### src/hw/rtl/rvdec_pkg.sv
// ----------------------------------------------------------------------------
// rvdec_pkg
// Shared types and constants of the RV32I instruction decoder.
// ----------------------------------------------------------------------------
package rvdec_pkg;

  localparam int unsigned InstrWidth = 32;
  localparam int unsigned KindWidth  = 6;
  localparam int unsigned RegWidth   = 5;

  // Special halt word, checked ahead of normal decoding
  localparam logic [InstrWidth-1:0] HaltWord  = 32'h0FF0_0513;
  localparam logic [InstrWidth-1:0] UpperMask = 32'hFFFF_F000;
  localparam logic [6:0]            Funct7Alt = 7'b0100000;
  localparam logic [6:0]            Funct7Zero = 7'b0000000;

  // Major opcodes
  localparam logic [6:0] OpR      = 7'b0110011;
  localparam logic [6:0] OpImm    = 7'b0010011;
  localparam logic [6:0] OpLoad   = 7'b0000011;
  localparam logic [6:0] OpStore  = 7'b0100011;
  localparam logic [6:0] OpBranch = 7'b1100011;
  localparam logic [6:0] OpJal    = 7'b1101111;
  localparam logic [6:0] OpJalr   = 7'b1100111;
  localparam logic [6:0] OpAuipc  = 7'b0010111;
  localparam logic [6:0] OpLui    = 7'b0110111;
  localparam logic [6:0] OpSystem = 7'b1110011;

  // Instruction kind codes as seen on the result port
  typedef enum logic [KindWidth-1:0] {
    KIND_UNKNOWN = 6'd0,
    KIND_ADD     = 6'd1,
    KIND_SUB     = 6'd2,
    KIND_AND     = 6'd3,
    KIND_OR      = 6'd4,
    KIND_XOR     = 6'd5,
    KIND_SLL     = 6'd6,
    KIND_SRL     = 6'd7,
    KIND_SRA     = 6'd8,
    KIND_SLT     = 6'd9,
    KIND_SLTU    = 6'd10,
    KIND_ADDI    = 6'd11,
    KIND_ANDI    = 6'd12,
    KIND_ORI     = 6'd13,
    KIND_XORI    = 6'd14,
    KIND_SLLI    = 6'd15,
    KIND_SRLI    = 6'd16,
    KIND_SRAI    = 6'd17,
    KIND_SLTI    = 6'd18,
    KIND_SLTIU   = 6'd19,
    KIND_LB      = 6'd20,
    KIND_LBU     = 6'd21,
    KIND_LH      = 6'd22,
    KIND_LHU     = 6'd23,
    KIND_LW      = 6'd24,
    KIND_SB      = 6'd25,
    KIND_SH      = 6'd26,
    KIND_SW      = 6'd27,
    KIND_BEQ     = 6'd28,
    KIND_BGE     = 6'd29,
    KIND_BGEU    = 6'd30,
    KIND_BLT     = 6'd31,
    KIND_BLTU    = 6'd32,
    KIND_BNE     = 6'd33,
    KIND_JAL     = 6'd34,
    KIND_JALR    = 6'd35,
    KIND_AUIPC   = 6'd36,
    KIND_LUI     = 6'd37,
    KIND_ECALL   = 6'd38,
    KIND_EBREAK  = 6'd39,
    KIND_HALT    = 6'd40
  } instr_kind_e;

  // One decoded instruction
  typedef struct packed {
    instr_kind_e                 kind;
    logic [RegWidth-1:0]         rd;
    logic [RegWidth-1:0]         rs1;
    logic [RegWidth-1:0]         rs2;
    logic signed [InstrWidth-1:0] imm;
  } decode_t;

endpackage

### src/hw/rtl/rv32i_instruction_decoder.sv
// ----------------------------------------------------------------------------
// rv32i_instruction_decoder
// Registered RV32I decoder: instruction word in, kind/registers/immediate out.
// ----------------------------------------------------------------------------
// Usage:
//   Command channel: drive instruction_word_i and raise start_i; a transaction
//   is taken at every rising edge with start_i high and busy_o low. busy_o is
//   always low, so a new word may be issued in every cycle.
//   Result channel: valid_o marks one decoded transaction for exactly one
//   cycle, together with instr_kind_o, dest_reg_o, src1_reg_o, src2_reg_o and
//   immediate_o. The receiver cannot stall; it must take the result then.
//   Path: an accepted word passes through the input register, the decode
//   logic and the result register before it reaches the result channel.
//   Throughput: 1 instruction per cycle; set by the single decode stage
//   between the input and result registers.
//   Reset: rst_ni (asynchronous, active low) clears the valid flags of both
//   registers; no transaction is in flight afterwards. Illegal encodings give
//   kind 0 with all other fields zero.
// ----------------------------------------------------------------------------
module rv32i_instruction_decoder import rvdec_pkg::*; (
  input  logic                         clk_i,
  input  logic                         rst_ni,
  input  logic                         start_i,
  output logic                         busy_o,
  input  logic [InstrWidth-1:0]        instruction_word_i,
  output logic                         valid_o,
  output logic [KindWidth-1:0]         instr_kind_o,
  output logic [RegWidth-1:0]          dest_reg_o,
  output logic [RegWidth-1:0]          src1_reg_o,
  output logic [RegWidth-1:0]          src2_reg_o,
  output logic signed [InstrWidth-1:0] immediate_o
);

  logic                  in_valid_q;
  logic [InstrWidth-1:0] instr_q;
  logic                  out_valid_q;
  decode_t               dec_d;
  decode_t               dec_q;
  logic                  accept;

  // Never stalls: one transaction per cycle
  assign busy_o = 1'b0;
  assign accept = start_i && !busy_o;

  // Input register
  always_ff @(posedge clk_i or negedge rst_ni) begin
    if (!rst_ni) begin
      in_valid_q <= 1'b0;
    end else begin
      in_valid_q <= accept;
    end
  end

  always_ff @(posedge clk_i) begin
    if (accept) begin
      instr_q <= instruction_word_i;
    end
  end

  // Decode stage
  rvdec_decode u_decode (
    .instr_i (instr_q),
    .dec_o   (dec_d)
  );

  // Result register
  always_ff @(posedge clk_i or negedge rst_ni) begin
    if (!rst_ni) begin
      out_valid_q <= 1'b0;
    end else begin
      out_valid_q <= in_valid_q;
    end
  end

  always_ff @(posedge clk_i) begin
    if (in_valid_q) begin
      dec_q <= dec_d;
    end
  end

  assign valid_o      = out_valid_q;
  assign instr_kind_o = dec_q.kind;
  assign dest_reg_o   = dec_q.rd;
  assign src1_reg_o   = dec_q.rs1;
  assign src2_reg_o   = dec_q.rs2;
  assign immediate_o  = dec_q.imm;

  // Unknown, halt and system results carry all-zero fields
  a_zero_fields: assert property (@(posedge clk_i) disable iff (!rst_ni)
    valid_o && (instr_kind_o == KIND_UNKNOWN || instr_kind_o == KIND_HALT ||
                instr_kind_o == KIND_ECALL || instr_kind_o == KIND_EBREAK)
    |-> (dest_reg_o == '0 && src1_reg_o == '0 && src2_reg_o == '0 &&
         immediate_o == '0))
    else $error("non-zero fields on unknown/halt/system result");

  // A result appears only where a word was decoded in the prior cycle
  a_result_follows: assert property (@(posedge clk_i) disable iff (!rst_ni)
    valid_o |-> $past(in_valid_q))
    else $error("result strobe without a decoded transaction");

  // Stores and branches never write a destination register
  a_no_dest: assert property (@(posedge clk_i) disable iff (!rst_ni)
    valid_o && instr_kind_o >= KIND_SB && instr_kind_o <= KIND_BNE
    |-> dest_reg_o == '0)
    else $error("store or branch with a destination register");

endmodule

### src/hw/rtl/rvdec_decode.sv
// ----------------------------------------------------------------------------
// rvdec_decode
// Combinational RV32I decode: kind, register numbers and immediate.
// ----------------------------------------------------------------------------
module rvdec_decode import rvdec_pkg::*; (
  input  logic [InstrWidth-1:0] instr_i,
  output decode_t               dec_o
);

  logic [6:0]            op;
  logic [2:0]            f3;
  logic [6:0]            f7;
  logic [RegWidth-1:0]   rd;
  logic [RegWidth-1:0]   rs1;
  logic [RegWidth-1:0]   rs2;
  logic [InstrWidth-1:0] imm_i;
  logic [InstrWidth-1:0] imm_s;
  logic [InstrWidth-1:0] imm_b;
  logic [InstrWidth-1:0] imm_j;
  logic [InstrWidth-1:0] imm_u;

  // Field extraction and immediate formats
  assign op    = instr_i[6:0];
  assign rd    = instr_i[11:7];
  assign f3    = instr_i[14:12];
  assign rs1   = instr_i[19:15];
  assign rs2   = instr_i[24:20];
  assign f7    = instr_i[31:25];
  assign imm_i = {{20{instr_i[31]}}, instr_i[31:20]};
  assign imm_s = {{20{instr_i[31]}}, instr_i[31:25], instr_i[11:7]};
  assign imm_b = {{19{instr_i[31]}}, instr_i[31], instr_i[7], instr_i[30:25],
                  instr_i[11:8], 1'b0};
  assign imm_j = {{11{instr_i[31]}}, instr_i[31], instr_i[19:12], instr_i[20],
                  instr_i[30:21], 1'b0};
  assign imm_u = instr_i & UpperMask;

  // Opcode / funct decode; anything not matched stays unknown with zero fields
  always_comb begin
    decode_t d;
    d = '{kind: KIND_UNKNOWN, rd: '0, rs1: '0, rs2: '0, imm: '0};

    if (instr_i == HaltWord) begin
      d.kind = KIND_HALT;
    end else begin
      case (op)
        OpR: begin
          if (f7 == Funct7Zero) begin
            case (f3)
              3'd0:    d.kind = KIND_ADD;
              3'd1:    d.kind = KIND_SLL;
              3'd2:    d.kind = KIND_SLT;
              3'd3:    d.kind = KIND_SLTU;
              3'd4:    d.kind = KIND_XOR;
              3'd5:    d.kind = KIND_SRL;
              3'd6:    d.kind = KIND_OR;
              default: d.kind = KIND_AND;
            endcase
          end else if (f7 == Funct7Alt && f3 == 3'd0) begin
            d.kind = KIND_SUB;
          end else if (f7 == Funct7Alt && f3 == 3'd5) begin
            d.kind = KIND_SRA;
          end
          if (d.kind != KIND_UNKNOWN) begin
            d.rd  = rd;
            d.rs1 = rs1;
            d.rs2 = rs2;
          end
        end
        OpImm: begin
          case (f3)
            3'd0:    d.kind = KIND_ADDI;
            3'd1:    d.kind = (f7 == Funct7Zero) ? KIND_SLLI : KIND_UNKNOWN;
            3'd2:    d.kind = KIND_SLTI;
            3'd3:    d.kind = KIND_SLTIU;
            3'd4:    d.kind = KIND_XORI;
            3'd5: begin
              if (f7 == Funct7Zero)     d.kind = KIND_SRLI;
              else if (f7 == Funct7Alt) d.kind = KIND_SRAI;
            end
            3'd6:    d.kind = KIND_ORI;
            default: d.kind = KIND_ANDI;
          endcase
          if (d.kind != KIND_UNKNOWN) begin
            d.rd  = rd;
            d.rs1 = rs1;
            d.imm = imm_i;
          end
        end
        OpLoad: begin
          case (f3)
            3'd0:    d.kind = KIND_LB;
            3'd1:    d.kind = KIND_LH;
            3'd2:    d.kind = KIND_LW;
            3'd4:    d.kind = KIND_LBU;
            3'd5:    d.kind = KIND_LHU;
            default: d.kind = KIND_UNKNOWN;
          endcase
          if (d.kind != KIND_UNKNOWN) begin
            d.rd  = rd;
            d.rs1 = rs1;
            d.imm = imm_i;
          end
        end
        OpStore: begin
          case (f3)
            3'd0:    d.kind = KIND_SB;
            3'd1:    d.kind = KIND_SH;
            3'd2:    d.kind = KIND_SW;
            default: d.kind = KIND_UNKNOWN;
          endcase
          if (d.kind != KIND_UNKNOWN) begin
            d.rs1 = rs1;
            d.rs2 = rs2;
            d.imm = imm_s;
          end
        end
        OpBranch: begin
          case (f3)
            3'd0:    d.kind = KIND_BEQ;
            3'd1:    d.kind = KIND_BNE;
            3'd4:    d.kind = KIND_BLT;
            3'd5:    d.kind = KIND_BGE;
            3'd6:    d.kind = KIND_BLTU;
            3'd7:    d.kind = KIND_BGEU;
            default: d.kind = KIND_UNKNOWN;
          endcase
          if (d.kind != KIND_UNKNOWN) begin
            d.rs1 = rs1;
            d.rs2 = rs2;
            d.imm = imm_b;
          end
        end
        OpJal: begin
          d.kind = KIND_JAL;
          d.rd   = rd;
          d.imm  = imm_j;
        end
        OpJalr: begin
          if (f3 == 3'd0) begin
            d.kind = KIND_JALR;
            d.rd   = rd;
            d.rs1  = rs1;
            d.imm  = imm_i;
          end
        end
        OpAuipc: begin
          d.kind = KIND_AUIPC;
          d.rd   = rd;
          d.imm  = imm_u;
        end
        OpLui: begin
          d.kind = KIND_LUI;
          d.rd   = rd;
          d.imm  = imm_u;
        end
        OpSystem: begin
          // immediate 0 is ECALL, 1 is EBREAK; rd and rs1 bits are ignored
          if (f3 == 3'd0 && instr_i[31:20] == 12'd0)      d.kind = KIND_ECALL;
          else if (f3 == 3'd0 && instr_i[31:20] == 12'd1) d.kind = KIND_EBREAK;
        end
        default: d.kind = KIND_UNKNOWN;
      endcase
    end

    dec_o = d;
  end

endmodule
### config.mk
export PLATFORM = sky130hd
export DESIGN_NAME = rv32i_instruction_decoder
export DESIGN_NICKNAME = d
export VERILOG_FILES = /design/src/hw/rtl/rvdec_pkg.sv /design/src/hw/rtl/rv32i_instruction_decoder.sv /design/src/hw/rtl/rvdec_decode.sv
export SDC_FILE = /design/constraint.sdc
export NUM_CORES = 1
export LEC_CHECK = 0
export ABC_AREA = 1
export BUFFER_PORTS_ARGS = -buffer_cell sky130_fd_sc_hd__buf_2
export CAP_MARGIN = 20
export CORE_ASPECT_RATIO = 0.8
export CORE_MARGIN = 2
export CORE_UTILIZATION = 50
export CTS_BUF_LIST = sky130_fd_sc_hd__clkbuf_4 sky130_fd_sc_hd__clkbuf_8 sky130_fd_sc_hd__clkbuf_16
export CTS_CLUSTER_SIZE = 14
export DETAILED_ROUTE_END_ITERATION = 16
export PLACE_DENSITY = 0.73
export SYNTH_ARGS = -nofsm -noshare
export SYNTH_HDL_FRONTEND = slang
export SYNTH_SLANG_ARGS = --single-unit
### constraint.sdc
create_clock -name clk_i -period 4.03 [get_ports clk_i]
set_input_delay 0.2015 -clock clk_i [delete_from_list [all_inputs] [get_ports clk_i]]
set_output_delay 0.2015 -clock clk_i [all_outputs]
set_load 0.02 [all_outputs]
After elaboration in Yosys (flattened, before gate mapping):

Cells that the tools add are included.

* eq/ne operators: 20
* muxes and demuxes: 37
* reduce and logical (&&, ||, !) cells: 14

Operator list (count)
* $pmux W32 S7: 1
* $mux W32: 3
* $mux W6: 15
* $mux W42: 2
* $pmux W6 S10: 1
* $pmux W5 S5: 2
* $pmux W6 S7: 1
* $pmux W6 S6: 1
* $eq A32 B28 Y1 const B: 1
* $pmux W5 S3: 2
* $pmux W5 S6: 1
* $reduce_bool A6 Y1: 5
* $eq A7 B6 Y1 const B: 4
* $eq A7 B7 Y1 const B: 4
* $pmux W4 S7: 1
* $mux W10: 2
* $mux W16: 1
* $mux W15: 1
* $eq A7 B5 Y1 const B: 2
* $eq A12 B1 Y1 const B: 1
* $eq A3 B3 Y1 const B: 4
* $logic_not A12 Y1: 1
* $mux W4: 2
* $eq A7 B2 Y1 const B: 1
* other kinds (8): 12

* bits in registers: 87
* output and inout bits: 55

Depth between registers and ports, before layout:

Gate-level depths: netlist of run 1.

* depth after elaboration: 10
* mapped depth: 13
* depth with buffers taken out: 11

Hierarchy:

From an unflattened synthesis of run 1, not the netlist that was laid out.

* cells, all modules: 437
* area, all modules: 4466.8 µm²

Modules (own cells, without submodules)
* rv32i_instruction_decoder: instances 1, cells an instance 89, area an instance 2613.8 µm², seq. area each 2602.5 µm²
* rvdec_decode: instances 1, cells an instance 348, area an instance 1853.0 µm², seq. area each 0.0 µm²

Worst setup path before layout of run 1:

Ideal clock, no wire load.

* path kind: register to register
* start: register in_valid_q
* end: register dec_q (netlist bit dest_reg_o[0]) (enable)
* arrival time: 1375 ps
* slack: 2244 ps
* stages on the path, launching flop included: 1
* path buffers: 0
* clock period less this slack: 1786 ps
* cells stage by stage: dfrtp_1

RTL lines
* start, declared: RTL line rv32i_instruction_decoder.sv:34 `logic in_valid_q;`
* start signal, assigned: RTL line rv32i_instruction_decoder.sv:50 `in_valid_q <= accept;`
* end signal, assigned: RTL line rv32i_instruction_decoder.sv:77 `dec_q <= dec_d;`
* end, declared: RTL line rv32i_instruction_decoder.sv:38 `decode_t dec_q;`

No word-level cell between the ends.

Worst setup path after layout of run 1:

* start: register instr_q[14]
* end: register dec_q (netlist bit immediate_o[11]), data pin

* longest elaborated chain between the ends: 7
* elaborated cells between the ends (all ways): 31
* those cells by class: 8 x eq/ne; 18 x mux; 5 x reduce/logical

Ends and longest elaborated chain
* start, declared: RTL line rv32i_instruction_decoder.sv:35 `logic [InstrWidth-1:0] instr_q;`
* start signal, assigned: RTL line rv32i_instruction_decoder.sv:56 `instr_q <= instruction_word_i;`
* $eq A3 B3 Y1 (tied with other cells): RTL line rvdec_decode.sv:70, rvdec_decode.sv:118
* $pmux W6 S7 (tied with other cells): RTL line rvdec_decode.sv:70 `case (f3)`
* $mux W6: RTL line rvdec_decode.sv:45 `case (op)`
* $mux W6: RTL line rvdec_decode.sv:42 `if (instr_i == HaltWord) begin`
* $reduce_bool A6 Y1 (on tied branches)
* $mux W32 (tied with other cells): RTL line rvdec_decode.sv:83 `if (d.kind != KIND_UNKNOWN) begin`
* $pmux W32 S7: RTL line rvdec_decode.sv:45

Several ways; a longest one is shown, not always the timed one. The select of a mux whose other input is x is not followed.
A chain may end at the register's enable or synchronous reset.

==> results of run 1 <==
## metrics by stage
stage	cell area [sq um]	utilization [%]	total power, W	cells	setup WS [ps]
global route	5470	60.5	0.00233	709	964
global placement	5120	56.6	0.00136	691	1460
CTS	5450	60.3	0.00226	708	1280
detailed placement	5120	56.6	0.00136	691	1300
finish	5470	60.5	0.00226	709	1250
floorplan	4630	-	0.00127	505	2240
## worst max-delay path, cell delays in order, from the launching register on
cell and delay [ps]:
edfxtp_1 580, nor2_2 560, inv_1 190, o21ai_1 160
inv_1 60, nand3_1 360, nand2_1 160, nand2_1 110
nand2_2 250, nand2_1 180
## cell type report
cell class | count | area, sq um | area share, %
sequential | 87 | 2600 | 47.6
multi-input combinational | 342 | 1710 | 31.3
timing repair buffer | 90 | 470 | 8.60
clock buffer | 9 | 225 | 4.12
inverter | 59 | 221 | 4.05
tap | 115 | 144 | 2.63
clock inverter | 7 | 95.1 | 1.74
## final timing paths
| path | slack [ps] | cells after the start | startpoint | endpoint |
|---|---|---|---|---|
| max | 1250 | 9 | instr_q[14] | immediate_o[11] |
| min | 30 | 1 | instruction_word_i[10] | instr_q[10] |
| max reg2reg | 1250 | 9 | instr_q[14] | immediate_o[11] |
| min reg2reg | 610 | 2 | instr_q[9] | dest_reg_o[2] |
| max in group asynchronous | 3760 | 2 | rst_ni | in_valid_q |
| min in group asynchronous | 160 | 2 | rst_ni | in_valid_q |
## flip-flops by register name (all words and copies together), names as in the netlist
register      cells
instr_kind_o      6
dest_reg_o        5
src2_reg_o        5
valid_o           1
in_valid_q        1
instr_q          32
immediate_o      32
src1_reg_o        5
## report_power, final
part           switching (W)  internal, W
sequential         0.0000607      0.00106
combinational       0.000168    0.0000652
clock               0.000361     0.000545
total               0.000590      0.00167
## cell families after synthesis
logic type	after synthesis	share of synthesized area [%]
and+or+nand+nor	296	31.0
AOI/OAI and AO/OA	45	5.78
other	1	0.0810
DFF	87	56.2
buffers and inverters	76	6.92
## layout by cell type (no fill, tap or decap), types with 3 or more instances in the layout
| master | instances |
|---|---|
| a21oi_1 | 23 |
| buf_2 | 88 |
| clkbuf_16 | 9 |
| edfxtp_1 | 85 |
| inv_1 | 46 |
| inv_2 | 12 |
| nand2_1 | 85 |
| nand2_2 | 7 |
| nand3_1 | 63 |
| nand3_2 | 3 |
| nand4_1 | 14 |
| nor2_1 | 62 |
| nor2_2 | 7 |
| nor3_1 | 40 |
| nor4_1 | 3 |
| o21ai_0 | 11 |
## layer usage
metal  vias to the layer above  share of wire (%)
met5                         -                  0
met4                         0                2.8
met3                        31                 11
met2                       256                 43
met1                      1810                 43
li1                       1907                  -
==> impl_metrics.toml, run 1 <==
[power]
peakVddDrop_uv = 312
power_density_nw_per_um2 = 413
leakage_nw = 2.43

[floorplanning]
die_area_sq_um = 10100
die_h_um = 90.1
io_pins = 90
start_util_pct = 51.3
core_sq_um = 9040
die_x_um = 112
row_count = 31

[detailed_routing]
vias = 4004
totalWireLength_um = 12800
wl_per_cell_um = 18.0
drtIter0Drc = 336
firstDrtPassIters = 5
antenna_left = 0
viasPerCell = 5.65
route.detailed.drc = 0

[setup_path]
path_class = "flip-flop to flip-flop"
endpoint_kind = "flip-flop"
cp.arrival_ps = 2970
startpoint_type = "flip-flop"
worstPathRequired_ps = 4230
crit_fanout = 21

[global_routing]
grt_use_met1_pct = 38.7
grt.busiest_layer = "met1"
grt_pass1_vias = 3753
grt_max_degree = 55
grt-ovfl-total = 0
grt_use_total_pct = 25.8
grt.met2_usage_pct = 36.5
grtUsageMet3_pct = 6.07
antenna_found_initial = 0
grt_pass1_wl_um = 19900

[clock_network]
htree_levels = 3
root_buffer = "clkbuf_16"
cts_buffers = 9
cts_tree = "done"
clkLatencyLatePin_ps = 350
cts_sinks = 87
hold_buffers = 1
postCtsSetupRepairBufs = 0
cts_resized = 0
cts_buffer_depth = 2
clkSlewWorstSetupHoldPaths_ps = 60

[sta]
clock.fmax_mhz = 360
setup_viol = 0
worstMarginPinSlew_ps = 776
slew_headroom_pct = 48.3
rsz0062_at_grt = "false"
fin_crit_sh_pct = 68.9
drv_slew = 0
setup_tns_ps = 0
hold_ws_ps = 28.4
min_period_ps = 2780
hold_viol_final = 0
skew_ps = 9.94

[place]
port_buffers = 88
gp_congestion = 0.991
dp_hpwl_um = 9080

[synth]
synth_edf_count = 85
synth.top_cells.by_count = "edfxtp_1 (85), nand2_1 (85), nand3_1 (63)"
syn_nets = 540
yosysSeqAreaShare_pct = 56.2
yosys.cell_types.count = 39
syn_area_sq_um = 4630
synth_area_leaders = "edfxtp_1 (55%), nand2_1 (6.9%), nand3_1 (6.8%)"
synth.avg_cell_area_sq_um = 9.17
synthArstFlopShare_pct = 2.30
syn_inst = 505
ys_ff_latch = 87
yosys.area.top_type = "edfxtp_1"
ys.flop_type = "edfxtp_1"
synth_top_area_share_pct = 55.1
synth_warnings = 0

[status]
status = "complete, no violations"

[job]
maxCapViolations = 0

[worst_hold_path]
hold_path.class = "input port to flip-flop"

[final_layout]
nets = 624
insertedDiodeCount = 0
fill_cells = 750
drive_above_1_share_pct = 25.1
areaGrowthSynthToFinish_pct = 18.1
No activity file was read; power rests on OpenSTA's default activity.
==> inputs of run 2 (changes only) <==
==> constraint.sdc (replaced) <==
create_clock -name clk_i -period 2.6 [get_ports clk_i]
set_input_delay 0.13 -clock clk_i [delete_from_list [all_inputs] [get_ports clk_i]]
set_output_delay 0.13 -clock clk_i [all_outputs]
set_load 0.02 [all_outputs]
==> impl_metrics.toml, run 2 (synthesized netlist as in run 1, its figures left out) <==
[setup_path]
crit_end = "immediate_o[30]"
worstPathRequired_ps = 2670
path_class = "flip-flop to flip-flop"
cpPeakStageDelay_ps = 600
reg2reg_depth = 9
endpoint_kind = "flip-flop"
r2r_slack_ps = 220
cp.arrival_ps = 2450
crit_start = "instr_q[13]"
path_cells = "nor2_2 -> nand2_2 -> inv_2 -> nor2_1 -> nand3_1 -> nand2_1 -> nand2_1 -> nand2_2 -> nand3b_1"
rr_endpoint = "immediate_o[30]"
reg2reg_from = "instr_q[13]"
startpoint_type = "flip-flop"
crit_slowest_cell = "edfxtp_1"
crit_fanout = 21

[power]
pwr-share-clk_pct = 36.1
peakVddDrop_uv = 741
p_int_w = 0.00244
leakage_nw = 2.60
power_switching_w = 0.000938
power_switching_share_pct = 27.8
power_density_nw_per_um2 = 578
sequentialPowerShare_pct = 51.3
power_frac_comb_pct = 12.5

[sta]
min_period_ps = 2380
worstMarginPinSlew_ps = 787
slew_headroom_pct = 47.5
rsz0062_at_grt = "false"
skew_ps = 4.81
drv_slew = 0
hold_ws_ps = 106
setup_tns_ps = 0
hold_viol_final = 0
clock.fmax_mhz = 421
setup_viol = 0
fin_crit_sh_pct = 91.5

[final_layout]
fill_cells = 749
areaGrowthSynthToFinish_pct = 26.0
drive_above_1_share_pct = 25.1
final_cell_mix = "buf_2 (88), nand2_1 (85), edfxtp_1 (85)"
nets = 668
layout_commonest_cell = "buf_2"
insertedDiodeCount = 0

[floorplanning]
die_h_um = 90.1
start_util_pct = 51.3
core_sq_um = 9040
row_count = 31
die_x_um = 112
die_area_sq_um = 10100
io_pins = 90

[clock_network]
root_buffer = "clkbuf_16"
cts_buffer_depth = 2
cts_tree = "done"
clkLatencyLatePin_ps = 340
htree_levels = 3
cts_resized = 0
cts_sinks = 87
cts_buffers = 9
clkSlewWorstSetupHoldPaths_ps = 70

[job]
maxCapViolations = 0

[detailed_routing]
viasPerCell = 5.64
firstDrtPassIters = 5
vias = 4245
totalWireLength_um = 13900
wl_per_cell_um = 18.4
antenna_left = 0
route.detailed.drc = 0
drtIter0Drc = 386

[place]
port_buffers = 88
dp_hpwl_um = 10000
gp_congestion = 1.02

[global_routing]
grt_max_degree = 41
grt-ovfl-total = 0
grt_use_total_pct = 28.2
grt_pass1_wl_um = 21900
antenna_found_initial = 0
grt_pass1_vias = 4061

[worst_hold_path]
hold_path.class = "input port to async pin"

[status]
status = "complete, no violations"
run 2: cell count changes in the layout (fill, tap and decap cells not counted), sizes merged:
| cell | change |
|---|---|
| buf | +12 |
| clkinvlp | +1 |
| inv | +1 |
| dlygate4sd3 | +32 |
| bufinv | -2 |
run 2: timing repair:
item,CTS,global route
hold buffers,33,0
buffers inserted,0,0
endpoints found under the hold margin,34,0
endpoints found under the setup margin,0,0
run 2: worst max-delay path: cells and delay by family, from the launching register on:
family / cells / cell delay [ps]
simple gates: 8 / 1390
flops: 1 / 600
buf+inv: 1 / 120
run 2: metal layers:
layer | track usage [%] | up-vias | share of wire [%]
li1 | - | 1997 | -
met3 | 6.95 | 24 | 9.4
met5 | 0 | - | 0
met2 | 40.9 | 269 | 44
met4 | 8.74 | 0 | 1.9
met1 | 42.1 | 1955 | 45
run 2: worst min path at each step:
stage / start / endpoint / slack (ps) / cells after the start
detailed placement: rst_ni / valid_o / -80 / 1
global placement: rst_ni / valid_o / -80 / 1
global route: rst_ni / in_valid_q / 100 / 2
CTS: rst_ni / in_valid_q / 90 / 2
finish: rst_ni / in_valid_q / 110 / 2
floorplan: rst_ni / in_valid_q / -170 / 0
run 2: layout make-up:
class / count / area (sq um) / area share (%)
clock buffers: 9 / 225 / 3.86
clock inverters: 7 / 53.8 / 0.922
inverters: 59 / 221 / 3.79
multi-input cells: 342 / 1710 / 29.3
flip-flops and latches: 87 / 2600 / 44.6
well taps: 115 / 144 / 2.46
repair buffers: 134 / 881 / 15.1
run 2: per-stage QoR:
step	instances	instance area (sq um)	utilization, %	setup WS, ps	power (W)
5_1_grt	753	5840	64.6	80.8	0.00350
4_1_cts	753	5840	64.6	283	0.00338
3_5_place_dp	704	5230	57.9	298	0.00214
3_3_place_gp	704	5230	57.9	284	0.00214
6_report	753	5840	64.6	222	0.00338
2_1_floorplan	505	4630	-	814	0.00197
run 2: power groups by stage:
stage / Combinational [W] / Sequential (W) / Clock [W]
detailed placement: 0.000380 / 0.00176 / 0
global placement: 0.000380 / 0.00176 / 0
finish: 0.000424 / 0.00173 / 0.00122
floorplan: 0.000165 / 0.00180 / 0
global route: 0.000455 / 0.00174 / 0.00130
CTS: 0.000419 / 0.00173 / 0.00123
